<file path="config.mk">
export PLATFORM = sky130hd
export DESIGN_NAME = tccw_cursor
export DESIGN_NICKNAME = d
export VERILOG_FILES = /design/src/design/text_console_char_writer_assert.svh /design/src/design/tccw_pkg.sv /design/src/design/tccw_cursor.sv
export SDC_FILE = /design/constraint.sdc
export NUM_CORES = 1
export LEC_CHECK = 0
export ABC_AREA = 1
export BUFFER_PORTS_ARGS = -buffer_cell sky130_fd_sc_hd__buf_2
export CAP_MARGIN = 20
export CORE_MARGIN = 2
export CORE_UTILIZATION = 35
export DETAILED_ROUTE_END_ITERATION = 10
export GPL_TIMING_DRIVEN = 0
export PLACE_DENSITY = 0.71
export SLEW_MARGIN = 40
export SYNTH_ARGS = -nofsm -noshare
export SYNTH_HDL_FRONTEND = slang
export SYNTH_SLANG_ARGS = --single-unit
export TNS_END_PERCENT = 1
</file>
<file path="constraint.sdc">
create_clock -name vclk -period 2.7
set_clock_uncertainty 0.05 [all_clocks]
set_input_delay 0.27 -clock vclk [all_inputs]
set_output_delay 0.27 -clock vclk [all_outputs]
set_load 0.05 [all_outputs]
</file>
<file path="src/design/text_console_char_writer_assert.svh">
// ----------------------------------------------------------------------------
// text_console_char_writer_assert
// assertion macros of the console writer top level
// ----------------------------------------------------------------------------
`ifndef TEXT_CONSOLE_CHAR_WRITER_ASSERT_SVH
`define TEXT_CONSOLE_CHAR_WRITER_ASSERT_SVH

// same-cycle implication
`define TCCW_ASSERT_IMP(label, clk, rst, ante, cons, msg) \
  label: assert property (@(posedge clk) disable iff (rst) (ante) |-> (cons)) \
    else $error(msg);

// next-cycle implication
`define TCCW_ASSERT_NXT(label, clk, rst, ante, cons, msg) \
  label: assert property (@(posedge clk) disable iff (rst) (ante) |=> (cons)) \
    else $error(msg);

`endif

</file>
<file path="src/design/tccw_pkg.sv">
// ----------------------------------------------------------------------------
// tccw_pkg
// screen geometry, cell codes and shared types of the console writer
// ----------------------------------------------------------------------------
`default_nettype none

package tccw_pkg;

  localparam int COLUMNS    = 80;
  localparam int ROWS       = 25;
  localparam int CELL_COUNT = COLUMNS * ROWS;
  localparam int MOVE_COUNT = COLUMNS * (ROWS - 1);
  localparam int ADDR_W     = $clog2(CELL_COUNT);
  localparam int COL_W      = $clog2(COLUMNS);
  localparam int LINE_W     = $clog2(ROWS);
  localparam int COLX_W     = COL_W + 1;
  localparam int LINEX_W    = LINE_W + 1;
  localparam int CELL_W     = 16;

  typedef logic [ADDR_W-1:0]  addr_t;
  typedef logic [COL_W-1:0]   col_t;
  typedef logic [LINE_W-1:0]  line_t;
  typedef logic [COLX_W-1:0]  colx_t;
  typedef logic [LINEX_W-1:0] linex_t;
  typedef logic [CELL_W-1:0]  cell_t;

  localparam logic [7:0] BLANK_CHAR = 8'h20;
  localparam logic [7:0] RESET_ATTR = 8'h0F;
  localparam logic [7:0] CH_NL      = 8'h0A;
  localparam logic [7:0] CH_CR      = 8'h0D;
  localparam logic [7:0] CH_TAB     = 8'h09;
  localparam logic [7:0] CH_BS      = 8'h08;

  typedef enum logic [1:0] {
    CMD_PUT    = 2'd0,
    CMD_PUT_AT = 2'd1,
    CMD_CLEAR  = 2'd2,
    CMD_READ   = 2'd3
  } cmd_t;

  typedef enum logic [2:0] {
    ST_INIT,
    ST_INIT_WAIT,
    ST_IDLE,
    ST_EXEC,
    ST_READ,
    ST_SWEEP,
    ST_DONE
  } state_t;

  typedef struct packed {
    logic  we;
    addr_t waddr;
    cell_t wdata;
    logic  re;
    addr_t raddr;
  } mem_req_t;

  typedef struct packed {
    logic       start;
    logic       scroll;
    logic [7:0] attr;
  } sweep_cmd_t;

  typedef struct packed {
    logic busy;
    logic done;
  } sweep_stat_t;

  typedef struct packed {
    line_t line;
    col_t  column;
    logic  scroll;
    logic  we;
    addr_t waddr;
    cell_t wdata;
  } cursor_upd_t;

  function automatic addr_t cell_addr(line_t l, col_t c);
    return addr_t'(l) * addr_t'(COLUMNS) + addr_t'(c);
  endfunction

endpackage

`default_nettype wire

</file>
<file path="src/design/tccw_cursor.sv">
// ----------------------------------------------------------------------------
// tccw_cursor
// character interpreter: next cursor, cell write and scroll request
// ----------------------------------------------------------------------------
`default_nettype none

module tccw_cursor (
  input  tccw_pkg::line_t     line,
  input  tccw_pkg::col_t      column,
  input  logic [7:0]          ch,
  input  logic [7:0]          attr,
  output tccw_pkg::cursor_upd_t upd
);

  tccw_pkg::addr_t  here;
  tccw_pkg::colx_t  col_x;
  tccw_pkg::colx_t  tab_sum;
  tccw_pkg::linex_t line_x;

  always_comb begin
    here    = tccw_pkg::cell_addr(line, column);
    col_x   = {1'b0, column};
    line_x  = {1'b0, line};
    tab_sum = col_x + tccw_pkg::colx_t'(8);
    upd       = '0;
    upd.waddr = here;
    upd.wdata = {attr, ch};
    case (ch)
      tccw_pkg::CH_NL: begin
        col_x  = '0;
        line_x = line_x + 1'b1;
      end
      tccw_pkg::CH_CR: begin
        col_x = '0;
      end
      tccw_pkg::CH_TAB: begin
        col_x = {tab_sum[tccw_pkg::COLX_W-1:3], 3'b000};
      end
      tccw_pkg::CH_BS: begin
        // never leaves column 0
        if (column != '0) begin
          col_x     = col_x - 1'b1;
          upd.we    = 1'b1;
          upd.waddr = here - 1'b1;
          upd.wdata = {attr, tccw_pkg::BLANK_CHAR};
        end
      end
      default: begin
        upd.we = 1'b1;
        col_x  = col_x + 1'b1;
      end
    endcase
    // wrap at right edge
    if (col_x >= tccw_pkg::colx_t'(tccw_pkg::COLUMNS)) begin
      col_x  = '0;
      line_x = line_x + 1'b1;
    end
    // past the bottom line
    if (line_x >= tccw_pkg::linex_t'(tccw_pkg::ROWS)) begin
      upd.scroll = 1'b1;
      line_x     = tccw_pkg::linex_t'(tccw_pkg::ROWS - 1);
    end
    upd.line   = line_x[tccw_pkg::LINE_W-1:0];
    upd.column = col_x[tccw_pkg::COL_W-1:0];
  end

endmodule

`default_nettype wire

</file>
# == Word level (Yosys, flattened, before mapping) ==
# Index checks and enable logic that the tools add are counted.
# totals
register_bits,0
wordCells,27
# op_classes
n_addsub,7
multipliers,1
n_lt_le_gt_ge,2
eq_ne,4
muxes,10
n_reduce_logical,3
# ops
operator,n
== test 8 x 4 -> 1 bit (second input constant),4
two-way mux 28 bit,1
two-way mux 27 bit,1
case mux 8 bit (3 select lines),1
two-way mux 6 bit,2
adder 11 x 7 -> 11 bit,1
subtractor 11 x 1 -> 11 bit (second input constant),1
adder 7 x 1 -> 8 bit (second input constant),1
adder 7 x 4 -> 8 bit (second input constant),1
greater-or-equal comparator 8 x 7 -> 1 bit (second input constant),1
two-way mux 8 bit,1
subtractor 7 x 1 -> 8 bit (second input constant),1
multiplier 5 x 3 -> 7 bit (second input constant),1
two-way mux 7 bit,1
nonzero test 7 bit,1
adder 5 x 1 -> 6 bit (second input constant),1
adder 6 x 1 -> 6 bit (second input constant),1
greater-or-equal comparator 6 x 5 -> 1 bit (second input constant),1
two-way mux 5 bit,1
OR reduction 3 bit,1
case mux 1 bit (2 select lines),1
OR reduction 2 bit,1
two-way mux 1 bit,1

# == Depth between registers and ports, before layout ==
# depth
depth_word,7
mapped_depth,21

# == Least setup slack after synthesis ==
# Ideal clock, no wire load.
# synth_path
path_type,input -> output
from,input column[0]
to,output upd[32] in the netlist's numbering
t_arrival_ns,2.598
t_required_ns,2.380
slack_ns,-0.218
path_stages,13
path_buffers,1
path_cell_list,inv_2 ha_1 nand2_1 nor2_4 inv_2 nand2_4 nor2_1 nand2_1 nand2_2 nor2_4 nand2_4 buf_8 a221oi_1
# synth_lines
item,line,rtl
from (decl),tccw_cursor.sv:9,"input tccw_pkg::col_t column,"
to (decl),tccw_cursor.sv:12,output tccw_pkg::cursor_upd_t upd

==> key figures <==
Status
  • Status: finished, final reports clean

Pwr
  • Power per Cell Area: roughly 290 nW/µm²
  • Max VDD drop: roughly 0.26 mV
  • Leakage power: approximately 1.3 nW
  • Tot Pwr: approximately 0.66 mW

Worst setup path
  • Crit path required time: 2.38 ns
  • Crit path kind: input pin to output pin
  • Critical Path Fanout Max: 7
  • CP arrival: about 2.3 ns
  • Critical path launch point type: input pin
  • CP Capture Type: output pin

Routing
  • Drt first pass iters: 4
  • Via/cell ratio: 4.64
  • DRC: 0
  • Antenna Nets Post-Route: 0
  • Post-Route WL: 4.23 mm
  • Via count: roughly 1900
  • Initial DRC Count: 64
  • Routed WL per cell: about 10 µm

Die
  • Die Area: ~5000 µm²
  • FP Rows: 24
  • Die Ht: around 70 µm
  • Die X: ~71 µm
  • IO Pins: between 60 and 70
  • Starting Density: 0.362
  • Core area: ~4300 µm²

Timing
  • Max transition margin: 0.729
  • Slew Viols, Final: 0
  • Hold violation count in the final report: 0
  • Achievable frequency: between 300 and 400 MHz
  • Final Critical Period: about 2.6 ns
  • Final Setup Violations: 0
  • Worst Setup Slack, final: ~0.11 ns
  • Final period util: 0.959
  • Worst Tran Pin Value: about 0.40 ns

Logic synthesis
  • Most common cell in the netlist: nand2_1
  • Top post-synthesis cells by count: 77 x nand2_1, 35 x inv_1, 28 x nor2_1
  • Post-Syn Instances: roughly 280
  • Total of warnings raised by yosys: 0
  • Synth area leaders: nand2_1 18%, ha_1 13%, xor2_1 11%
  • Post-Syn Area: approximately 1600 µm²
  • Syn Area/Cell: roughly 5.7 µm²
  • Post-synth net total: around 320
  • Synth area leader: nand2_1
  • Library cells used by synthesis: 31
  • Sequential area share after synthesis: 0
  • Share of the synthesized area in the top cell type: 0.185

Layout
  • Fin nets: 401
  • Cell area after layout: 2310 µm²
  • Ratio of cells with drive above 1 in the final layout: 0.450
  • Final non-filler cell total: between 400 and 500
  • Register area: 0 µm²
  • # diodes: 0
  • Number of fill cells: 450
  • Seq_cells: 0
  • Clk_buf instances: 0
  • Area Overhead vs Synth: 47.4%

Global routing
  • First-pass GRT wire length: approximately 6.5 mm
  • Total GRT Usage: 0.147
  • Vias in the first global route: approximately 1500
  • Grt ovf: 0
  • Initial antenna violation count: 0
  • Pin count of the biggest net entering global routing: 11

Placement
  • Port bufs: about 60
  • Placed wire-length estimate: around 3.3 mm
  • Placed Cells: 389
  • Gpl congestion: between 0.8 and 0.9
  • Dpl ws: -0.0643 ns
  • Placed Instance Area: 1940 µm²

Clock network
  • CTS Hold Bufs: 0

Run
  • Max-cap viol count: 0

Worst hold path
  • HP Class: input pin to output pin
## stage by stage
step / hold WS [ns] / setup TNS (ns) / util
finish: 0.791 / 0 / 0.534
global route: 0.794 / -0.112 / 0.534
CTS: 0.792 / 0 / 0.452
detailed placement: 0.792 / -0.228 / 0.449
global placement: 0.792 / -0.106 / 0.449
floorplan: 0.657 / -0.538 / -
## power by group
group          internal, mW  switching (mW)
Clock                     0               0
Sequential                0               0
Combinational         0.208           0.450
Total                 0.208           0.450
## layer usage
metal	track usage	vias to the layer above	routed length (µm)	part of all wire
li1	-	1009	-	-
met3	0.00427	0	84	0.020
met5	0	-	0	0
met1	0.215	843	1930	0.46
met4	0.00839	0	0	0
met2	0.251	27	2220	0.52
## what timing repair did
item | 4_1_cts | 5_1_grt
endpoints found under the setup margin | 5 | 8
resized for setup | 7 | 78
pin swaps | 3 | 21
buffers inserted | 0 | 16
## placed cells by master (no fill, tap or decap), drive strengths merged, types with 3 or more instances in the layout
cell / instances
ha: 16
nand4: 3
o21ai: 7
a21oi: 7
nand2: 89
buf: 85
xnor2: 3
xor2: 19
nand3: 25
inv: 40
nor2: 38
clkbuf: 8
## path summary, 6_finish.rpt
| check | start | endpoint | slack (ns) | cells after the start |
|---|---|---|---|---|
| max | ch[6] | upd[37] | 0.11 | 18 |
| min | attr[7] | upd[15] | 0.79 | 2 |
## final cells by class
cell class	count	area, µm²	area share
tap	52	65.1	0.0282
timing repair buffer	77	488	0.211
inverter	40	158	0.0683
buffer	16	109	0.0472
multi-input combinational	220	1490	0.645
## cells by family (layout without fill, tap and decap cells)
kind of cell,Yosys count,in the layout,synth area share
simple gates,161,161,0.475
buf+inv,56,133,0.161
xor+xnor,22,22,0.123
compound gates,19,19,0.0871
fa+ha+maj,18,18,0.153
## critical path, cell delays in order
cell and delay [ns]:
buf_2 0.11, inv_2 0.05, nand2_2 0.06, nor2_4 0.20, nand2_4 0.09, nor2_4 0.17, nand2_2 0.10, a21oi_4 0.15
nand2_2 0.11, nand2_4 0.11, buf_8 0.13, nand2_1 0.07, nand2_2 0.08, nand3_2 0.08, nand2_2 0.10, nand2_4 0.09
nor2_2 0.13, buf_6 0.16
No activity file was read; power rests on OpenSTA's default activity.
