File: config.mk
export PLATFORM = sky130hd
export DESIGN_NAME = tccw_sweep
export DESIGN_NICKNAME = d
export VERILOG_FILES = /design/src/design/text_console_char_writer_assert.svh /design/src/design/tccw_pkg.sv /design/src/design/tccw_sweep.sv
export SDC_FILE = /design/constraint.sdc
export NUM_CORES = 1
export LEC_CHECK = 0
export BUFFER_PORTS_ARGS = -buffer_cell sky130_fd_sc_hd__buf_4
export CORE_ASPECT_RATIO = 0.6
export CORE_UTILIZATION = 44
export CTS_CLUSTER_SIZE = 10
export DETAILED_ROUTE_END_ITERATION = 8
export GPL_TIMING_DRIVEN = 0
export MAX_ROUTING_LAYER = met4
export PLACE_DENSITY = 0.88
export SETUP_SLACK_MARGIN = 0.05
export SLEW_MARGIN = 20
export SYNTH_ARGS = -nofsm -noshare
export SYNTH_HDL_FRONTEND = slang
export SYNTH_SLANG_ARGS = --single-unit
File: constraint.sdc
create_clock -name clk -period 2.3 [get_ports clk]
set_clock_uncertainty 0.2 [all_clocks]
set_input_delay 0.46 -clock clk [delete_from_list [all_inputs] [get_ports clk]]
set_output_delay 0.46 -clock clk [all_outputs]
set_load 0.005 [all_outputs]
File: src/design/text_console_char_writer_assert.svh
// ----------------------------------------------------------------------------
// text_console_char_writer_assert
// assertion macros of the console writer top level
// ----------------------------------------------------------------------------
`ifndef TEXT_CONSOLE_CHAR_WRITER_ASSERT_SVH
`define TEXT_CONSOLE_CHAR_WRITER_ASSERT_SVH

// same-cycle implication
`define TCCW_ASSERT_IMP(label, clk, rst, ante, cons, msg) \
  label: assert property (@(posedge clk) disable iff (rst) (ante) |-> (cons)) \
    else $error(msg);

// next-cycle implication
`define TCCW_ASSERT_NXT(label, clk, rst, ante, cons, msg) \
  label: assert property (@(posedge clk) disable iff (rst) (ante) |=> (cons)) \
    else $error(msg);

`endif

File: src/design/tccw_pkg.sv
// ----------------------------------------------------------------------------
// tccw_pkg
// screen geometry, cell codes and shared types of the console writer
// ----------------------------------------------------------------------------
`default_nettype none

package tccw_pkg;

  localparam int COLUMNS    = 80;
  localparam int ROWS       = 25;
  localparam int CELL_COUNT = COLUMNS * ROWS;
  localparam int MOVE_COUNT = COLUMNS * (ROWS - 1);
  localparam int ADDR_W     = $clog2(CELL_COUNT);
  localparam int COL_W      = $clog2(COLUMNS);
  localparam int LINE_W     = $clog2(ROWS);
  localparam int COLX_W     = COL_W + 1;
  localparam int LINEX_W    = LINE_W + 1;
  localparam int CELL_W     = 16;

  typedef logic [ADDR_W-1:0]  addr_t;
  typedef logic [COL_W-1:0]   col_t;
  typedef logic [LINE_W-1:0]  line_t;
  typedef logic [COLX_W-1:0]  colx_t;
  typedef logic [LINEX_W-1:0] linex_t;
  typedef logic [CELL_W-1:0]  cell_t;

  localparam logic [7:0] BLANK_CHAR = 8'h20;
  localparam logic [7:0] RESET_ATTR = 8'h0F;
  localparam logic [7:0] CH_NL      = 8'h0A;
  localparam logic [7:0] CH_CR      = 8'h0D;
  localparam logic [7:0] CH_TAB     = 8'h09;
  localparam logic [7:0] CH_BS      = 8'h08;

  typedef enum logic [1:0] {
    CMD_PUT    = 2'd0,
    CMD_PUT_AT = 2'd1,
    CMD_CLEAR  = 2'd2,
    CMD_READ   = 2'd3
  } cmd_t;

  typedef enum logic [2:0] {
    ST_INIT,
    ST_INIT_WAIT,
    ST_IDLE,
    ST_EXEC,
    ST_READ,
    ST_SWEEP,
    ST_DONE
  } state_t;

  typedef struct packed {
    logic  we;
    addr_t waddr;
    cell_t wdata;
    logic  re;
    addr_t raddr;
  } mem_req_t;

  typedef struct packed {
    logic       start;
    logic       scroll;
    logic [7:0] attr;
  } sweep_cmd_t;

  typedef struct packed {
    logic busy;
    logic done;
  } sweep_stat_t;

  typedef struct packed {
    line_t line;
    col_t  column;
    logic  scroll;
    logic  we;
    addr_t waddr;
    cell_t wdata;
  } cursor_upd_t;

  function automatic addr_t cell_addr(line_t l, col_t c);
    return addr_t'(l) * addr_t'(COLUMNS) + addr_t'(c);
  endfunction

endpackage

`default_nettype wire

File: src/design/tccw_sweep.sv
// ----------------------------------------------------------------------------
// tccw_sweep
// screen walker: scroll up one line or blank every cell, one cell a cycle
// ----------------------------------------------------------------------------
`default_nettype none

module tccw_sweep (
  input  logic                  clk,
  input  logic                  rst,
  input  tccw_pkg::sweep_cmd_t  cmd,
  input  tccw_pkg::cell_t       rdata,
  output tccw_pkg::sweep_stat_t stat,
  output tccw_pkg::mem_req_t    mem
);

  logic            active;
  logic            scroll;
  logic [7:0]      attr;
  tccw_pkg::addr_t idx;
  logic            copy_now;
  logic            pend_valid;
  logic            pend_copy;
  tccw_pkg::addr_t pend_addr;

  // cells below the first line are moved up, the last line is blanked
  assign copy_now = scroll && (idx < tccw_pkg::addr_t'(tccw_pkg::MOVE_COUNT));

  always_ff @(posedge clk) begin
    if (rst) begin
      active     <= 1'b0;
      pend_valid <= 1'b0;
    end else begin
      pend_valid <= active;
      if (cmd.start) begin
        active <= 1'b1;
      end else if (active && idx == tccw_pkg::addr_t'(tccw_pkg::CELL_COUNT - 1)) begin
        active <= 1'b0;
      end
    end
  end

  always_ff @(posedge clk) begin
    if (cmd.start) begin
      idx    <= '0;
      scroll <= cmd.scroll;
      attr   <= cmd.attr;
    end else if (active) begin
      idx <= idx + 1'b1;
    end
    pend_addr <= idx;
    pend_copy <= copy_now;
  end

  always_comb begin
    mem.re    = active && copy_now;
    mem.raddr = idx + tccw_pkg::addr_t'(tccw_pkg::COLUMNS);
    mem.we    = pend_valid;
    mem.waddr = pend_addr;
    mem.wdata = pend_copy ? rdata : {attr, tccw_pkg::BLANK_CHAR};
    stat.busy = active || pend_valid;
    stat.done = pend_valid && !active;
  end

endmodule

`default_nettype wire

# [Word level (Yosys, flattened, before mapping)]
# Index checks and enable logic that the tools add are counted.
[op_classes] addsub=2 order_cmp=1 n_eq_ne=1 muxes=3 n_reduce_logical=7
[op_table] operator="16-bit 2-to-1 mux" count=1
[op_table] operator="11-bit by 1-bit adder with 11-bit output (second input constant)" count=1
[op_table] operator="11-bit by 7-bit adder with 11-bit output (second input constant)" count=1
[op_table] operator="11-bit equality test (second input constant)" count=1
[op_table] operator="11-bit less-than comparator (second input constant)" count=1
[op_table] operator="1-bit logical AND" count=4
[op_table] operator="1-bit 2-to-1 mux" count=2
[op_table] operator="2-bit nonzero test" count=1
[op_table] operator="1-bit logical NOT" count=1
[op_table] operator="1-bit logical OR" count=1
[word_totals] register_bits=34 input_bits=28 out_inout_bits=42 wordCells=21

# [Logic depth before layout (Yosys ltp)]
# Gate-level depths: netlist of the first run.
[logic_depth] word_depth=4 ltp_mapped=5 ltp_nobuf=5

# [Least setup slack after synthesis of the first run]
# No wires, ideal clock.
[synth_path] path_kind="reg2out" from="register pend_copy" to="output port mem[25] (netlist bit)" t_arrival_ns=1.142 required_time_ns=1.640 setup_slack_ns=0.498 stages_incl_launch_ff=4 n_path_buf=2 path_cell_list="dfxtp_1 clkbuf_1 clkbuf_1 mux2_2"
[synth_rtl] element="from (decl)" line_no="tccw_sweep.sv:22" rtl="logic pend_copy;"
[synth_rtl] element="from (signal assigned)" line_no="tccw_sweep.sv:51" rtl="pend_copy <= copy_now;"
[synth_rtl] element="to (decl)" line_no="tccw_sweep.sv:13" rtl="output tccw_pkg::mem_req_t mem"

==> impl_metrics.json, run 1 <==
{
  "synthCells": 126,
  "crit_start": "pend_copy",
  "finalSetupViolations": 0,
  "numCtsBuffers": 5,
  "start_util": 0.4726,
  "cts_setup_buffers": 0,
  "crit_type": "reg -> out",
  "cts_hold_buf": 0,
  "fin_nets": 232,
  "yosysTopAreaCell": "dfxtp_1",
  "vias": 1164,
  "fin_crit_ps": 2179,
  "setup_tns_ps": 0,
  "slowest_stage": "dfxtp_1",
  "final_max_slew_viol_count": 0,
  "htreeDepth": 2,
  "area_growth_pct": 48.43,
  "grtUsageTotal": 0.1933,
  "maxCapViolCount": 0,
  "ant_nets": 0,
  "holdWs_ps": 133.3,
  "fillers": 215,
  "grt_overflow": 0,
  "grt_first_pass_wirelength_mm": 4.505,
  "cp.required_ps": 1640,
  "antennaDiodeCount": 0,
  "synth.area.top_cells": "dfxtp_1 (36%), edfxtp_1 (19%), mux2_2 (6.5%)",
  "syn_nets": 157,
  "dp_cells": 237,
  "place_ws_ps": 195.2,
  "core_mm2": 0.002947,
  "worst_pin_slew_ps": 456.1,
  "critPathTopFamily": "flip-flops",
  "worstPathCellList": "clkbuf_2 -> mux2_2 -> buf_4",
  "fmax_mhz": 458.9,
  "dr.pass1.iters": 4,
  "ir_drop_mv": 0.3910,
  "insertion_delay_ps": 280,
  "syn_area_mm2": 0.001393,
  "startpoint_type": "register",
  "rsz0062_at_grt": "false",
  "via_per_inst": 4.770,
  "grt_pass1_vias": 988,
  "io_buffers": 69,
  "power.density_mw_per_mm2": 646.1,
  "power.total_mw": 1.336,
  "power_leakage_nw": 0.9314,
  "placed_area_mm2": 0.001963,
  "cts.clk_slew.worst_paths_ps": 70,
  "fin_util": 0.7015,
  "cp-end-kind": "output pin",
  "avgSynthCellArea_um2": 11.05,
  "cp_max_fo": 10,
  "finalHoldViolations": 0,
  "fp.dieH_um": 45.58,
  "grt_start_max_net_pins": 13,
  "synth-seq-cells": 34,
  "gp_congestion": 0.7160,
  "clock_path_buffers": 2,
  "synth_cell_types": 27,
  "hold_start": "rst",
  "cp_data_arrival_time_ps": 1520,
  "final_cell_area_mm2": 0.002067,
  "drive_gt1_frac": 0.4703,
  "hpwlAfterDp_mm": 2.356,
  "synth_top_area_frac": 0.3594,
  "cts-root-buf": "clkbuf_8",
  "ys.warnings.count": 0,
  "drcViolationCount": 0,
  "drt-total-wl_mm": 3.124,
  "die_width_um": 74.63,
  "cts_tree": "yes",
  "crit_buf_inv": 2,
  "fin_ws_ps": 120.7,
  "instances_no_fill": 244,
  "rows": 15,
  "r2r_start": "idx[0]",
  "yosysSeqAreaShare": 0.5535,
  "critPathMaxStageDelay_ps": 480,
  "die_area_mm2": 0.003401,
  "drt_iter0_drc": 40,
  "fin_crit_sh": 0.9475,
  "hold_path.class": "in -> reg",
  "wl_per_cell_um": 12.80,
  "status": "finished clean",
  "max_slew_margin": 0.6960,
  "num_io_pins": 70,
  "antenna_found_initial": 0,
  "cts.sinks": 34
}
==> state kept, by name (all words and copies together) (netlist names) <==
name / count
active: 1
attr: 8
idx: 11
pend_addr: 11
pend_copy: 1
pend_valid: 1
scroll: 1
==> worst reg2reg max path: cells and delay by family, from the launching register on <==
kind	cells	cell delay, ps
AO/OA/AOI/OAI	1	150
adder cells (fa/ha/maj)	1	230
flip-flops	1	430
AND/OR/NAND/NOR	2	720
==> layout by cell type (no fill, tap or decap) <==
cell type / n
a21oi_1: 8
a41oi_1: 1
and2_1: 8
buf_2: 2
buf_4: 75
bufinv_16: 1
clkbuf_1: 3
clkbuf_2: 1
clkbuf_8: 5
clkinv_1: 1
dfxtp_1: 25
edfxtp_1: 9
ha_1: 3
inv_1: 6
mux2_2: 8
mux2i_1: 1
nand2_1: 4
nand2b_1: 1
nand3_1: 4
nand4_1: 1
nand4_2: 2
nor2_1: 6
nor2b_1: 2
o2111ai_1: 1
o21ai_0: 4
o31ai_1: 4
or2_2: 1
or3_1: 3
or4_1: 3
xnor2_1: 6
xor2_1: 3
==> layout make-up <==
type	instances	area [um^2]	share of cell area
tap	42	52.55	0.02542
clock buffer	6	72.57	0.03511
timing repair buffer	69	518.0	0.2506
multi-input combinational	74	529.3	0.2561
sequential	34	770.7	0.3729
buffer	11	67.56	0.03269
inverter	6	22.52	0.01090
clock inverter	2	33.78	0.01634
==> cells in the mapped netlist <==
cell type	instances
a41oi_1	1
nand4_1	1
mux2_2	8
nand4_2	2
clkbuf_1	4
buf_4	6
nand3_1	4
and2_1	8
nand2_1	4
or4_1	3
buf_2	2
o21ai_0	4
or3_1	3
dfxtp_1	25
o2111ai_1	1
mux2i_1	1
inv_1	6
a21oi_1	8
or2_2	1
xnor2_1	6
nand2b_1	1
o31ai_1	4
xor2_1	3
edfxtp_1	9
nor2_1	6
nor2b_1	2
ha_1	3
==> report_power, final <==
part	total [mW]	switching [mW]	internal [mW]
clock network	0.532	0.212	0.320
logic	0.153	0.0505	0.103
registers	0.651	0.0127	0.638
total	1.34	0.275	1.06
==> logic make-up after synthesis <==
logic type | synth area share
mux | 0.07188
fa+ha+maj | 0.02696
xor+xnor | 0.05661
simple gates | 0.1474
flops | 0.5535
buf+inv | 0.06648
compound gates | 0.07727
==> metal layers <==
| layer | up-vias | wire length (um) | track usage |
|---|---|---|---|
| met3 | 3 | 287 | 0.06637 |
| met5 | - | 0 | - |
| met1 | 535 | 1401 | 0.2250 |
| met2 | 50 | 1413 | 0.3099 |
| li1 | 576 | - | - |
| met4 | 0 | 21 | 0.07925 |
==> path summary, 6_finish.rpt <==
path / to / slack [ps] / depth (start not counted)
min: pend_valid / 130 / 2
max reg2reg: idx[10] / 500 / 4
max: mem[25] / 120 / 3
min reg2reg: pend_addr[6] / 150 / 0
==> timing repair <==
action,4_1_cts,5_1_grt
endpoints found under the setup margin,2,0
hold endpoints to repair,0,0
resized for setup,1,0
(Power assumes the default switching activity.)
==> run 2, diff against run 1 <==
- RECOVER_POWER: not set -> 25
==> run 2 against run 1 <==
  * Worst setup slack worse by 3.6 ps
  * Maximum frequency down 0.16%
  * Clock-buffer cell count unchanged
  * First-iteration DRC count up 2.5%
  * Routed wire length down 0.19%
  * Global-route usage unchanged
  * Highest routed layer unchanged
==> impl_metrics.json, run 2 (synthesis results as in run 1) <==
{
  "status": "finished clean",
  "fin_crit_sh": 0.9491,
  "gp_congestion": 0.7160,
  "die_area_mm2": 0.003401,
  "drcViolationCount": 0,
  "max_slew_margin": 0.6045,
  "grt_first_pass_wirelength_mm": 4.505,
  "rsz0062_at_grt": "false",
  "num_io_pins": 70,
  "via_per_inst": 4.783,
  "power.density_mw_per_mm2": 646.6,
  "cts.clk_slew.worst_paths_ps": 70,
  "drt_iter0_drc": 41,
  "slowest_stage": "dfxtp_1",
  "worst_pin_slew_ps": 593.3,
  "cts.sinks": 34,
  "cp_max_fo": 10,
  "fin_crit_ps": 2183,
  "grt_pass1_vias": 988,
  "antenna_found_initial": 0,
  "fmax_mhz": 458.1,
  "fp.dieH_um": 45.58,
  "grt_overflow": 0,
  "core_mm2": 0.002947,
  "finalHoldViolations": 0,
  "startpoint_type": "register",
  "cts-root-buf": "clkbuf_8",
  "critPathMaxStageDelay_ps": 480,
  "rows": 15,
  "drive_gt1_frac": 0.4653,
  "fin_nets": 232,
  "area_growth_pct": 48.16,
  "hold_path.class": "in -> reg",
  "cp.required_ps": 1640,
  "largestRegisters": "idx: 11 flops, pend_addr: 11 flops, attr: 8 flops",
  "maxCapViolCount": 0,
  "cp-end-kind": "output pin",
  "final_common_cell": "buf_4",
  "crit_type": "reg -> out",
  "io_buffers": 69,
  "cts_tree": "yes",
  "wl_per_cell_um": 12.78,
  "ant_nets": 0,
  "die_width_um": 74.63,
  "crit_buf_inv": 2,
  "dr.pass1.iters": 4,
  "worstPathCellList": "clkbuf_2 -> mux2_2 -> buf_4",
  "antennaDiodeCount": 0,
  "vias": 1167,
  "power.total_mw": 1.334,
  "numCtsBuffers": 5,
  "grtUsageTotal": 0.1933,
  "ir_drop_mv": 0.3900,
  "power_leakage_nw": 0.9259,
  "final_cell_mix": "buf_4 (65), dfxtp_1 (25), edfxtp_1 (9), clkbuf_4 (9)",
  "start_util": 0.4726,
  "grt_start_max_net_pins": 13,
  "critPathTopFamily": "flip-flops",
  "drt-total-wl_mm": 3.118,
  "clock_path_buffers": 2,
  "final_max_slew_viol_count": 0,
  "cp_data_arrival_time_ps": 1520,
  "htreeDepth": 2,
  "cts_setup_buffers": 0,
  "setup_tns_ps": 0,
  "insertion_delay_ps": 280,
  "finalSetupViolations": 0,
  "hpwlAfterDp_mm": 2.356
}
[run 2: cell count changes in the layout (fill, tap and decap cells not counted), sizes merged]
cell,before,now
buf,77,67
clkbuf,9,19
[run 2: repair_timing]
item | in CTS | in global routing
hold buffers | 0 | 0
endpoints found under the setup margin | 2 | 0
gates resized for setup | 1 | 0
[run 2: final timing paths]
path,start,end,slack [ps],depth (start not counted)
setup reg to reg,idx[0],idx[10],490,4
hold reg to reg,idx[6],pend_addr[6],150,0
hold / removal,rst,pend_valid,130,2
setup / recovery,pend_copy,mem[25],120,3
[run 2: power breakdown]
part           internal, mW  switching (mW)  leakage, nW
Sequential            0.638          0.0128        0.291
Clock                 0.320           0.212       0.0528
Combinational         0.101          0.0506        0.582
[run 2: per-layer routing]
metal / global-route usage / wire length (um) / vias up
met3: 0.06637 / 284 / 5
li1: - / - / 578
met1: 0.2250 / 1412 / 532
met5: - / 0 / -
met4: 0.07925 / 29 / 0
met2: 0.3099 / 1392 / 52
[run 2: area by class of cell]
cell class / instances / area (um^2)
Fill cell: 215 / 883.3
Sequential cell: 34 / 770.7
Multi-Input combinational cell: 74 / 529.3
Timing Repair Buffer: 69 / 514.2
Clock buffer: 6 / 72.57
Buffer: 11 / 67.56
Tap cell: 42 / 52.55
Clock inverter: 2 / 33.78
Inverter: 6 / 22.52
[run 2: per-stage QoR]
| step | area [um^2] | cells | hold slack [ps] | util | setup WS (ps) |
|---|---|---|---|---|---|
| final | 2063 | 244 | 133.2 | 0.7002 | 117.1 |
| after global routing | 2063 | 244 | 130.0 | 0.7002 | 51.26 |
| after CTS | 2067 | 244 | 123.6 | 0.7015 | 94.60 |
| after detailed placement | 1963 | 237 | 132.5 | 0.6662 | 195.2 |
| after global placement | 1963 | 237 | 134.9 | 0.6662 | 299.4 |
| after floorplan | 1393 | 126 | 125.8 | - | 498.2 |
[run 2: worst reg2reg max path, delay by kind of cell, from the launching register on]
kind / cells / cell delay, ps
AND/OR/NAND/NOR: 2 / 720
flip-flops: 1 / 430
adder cells (fa/ha/maj): 1 / 230
AO/OA/AOI/OAI: 1 / 150
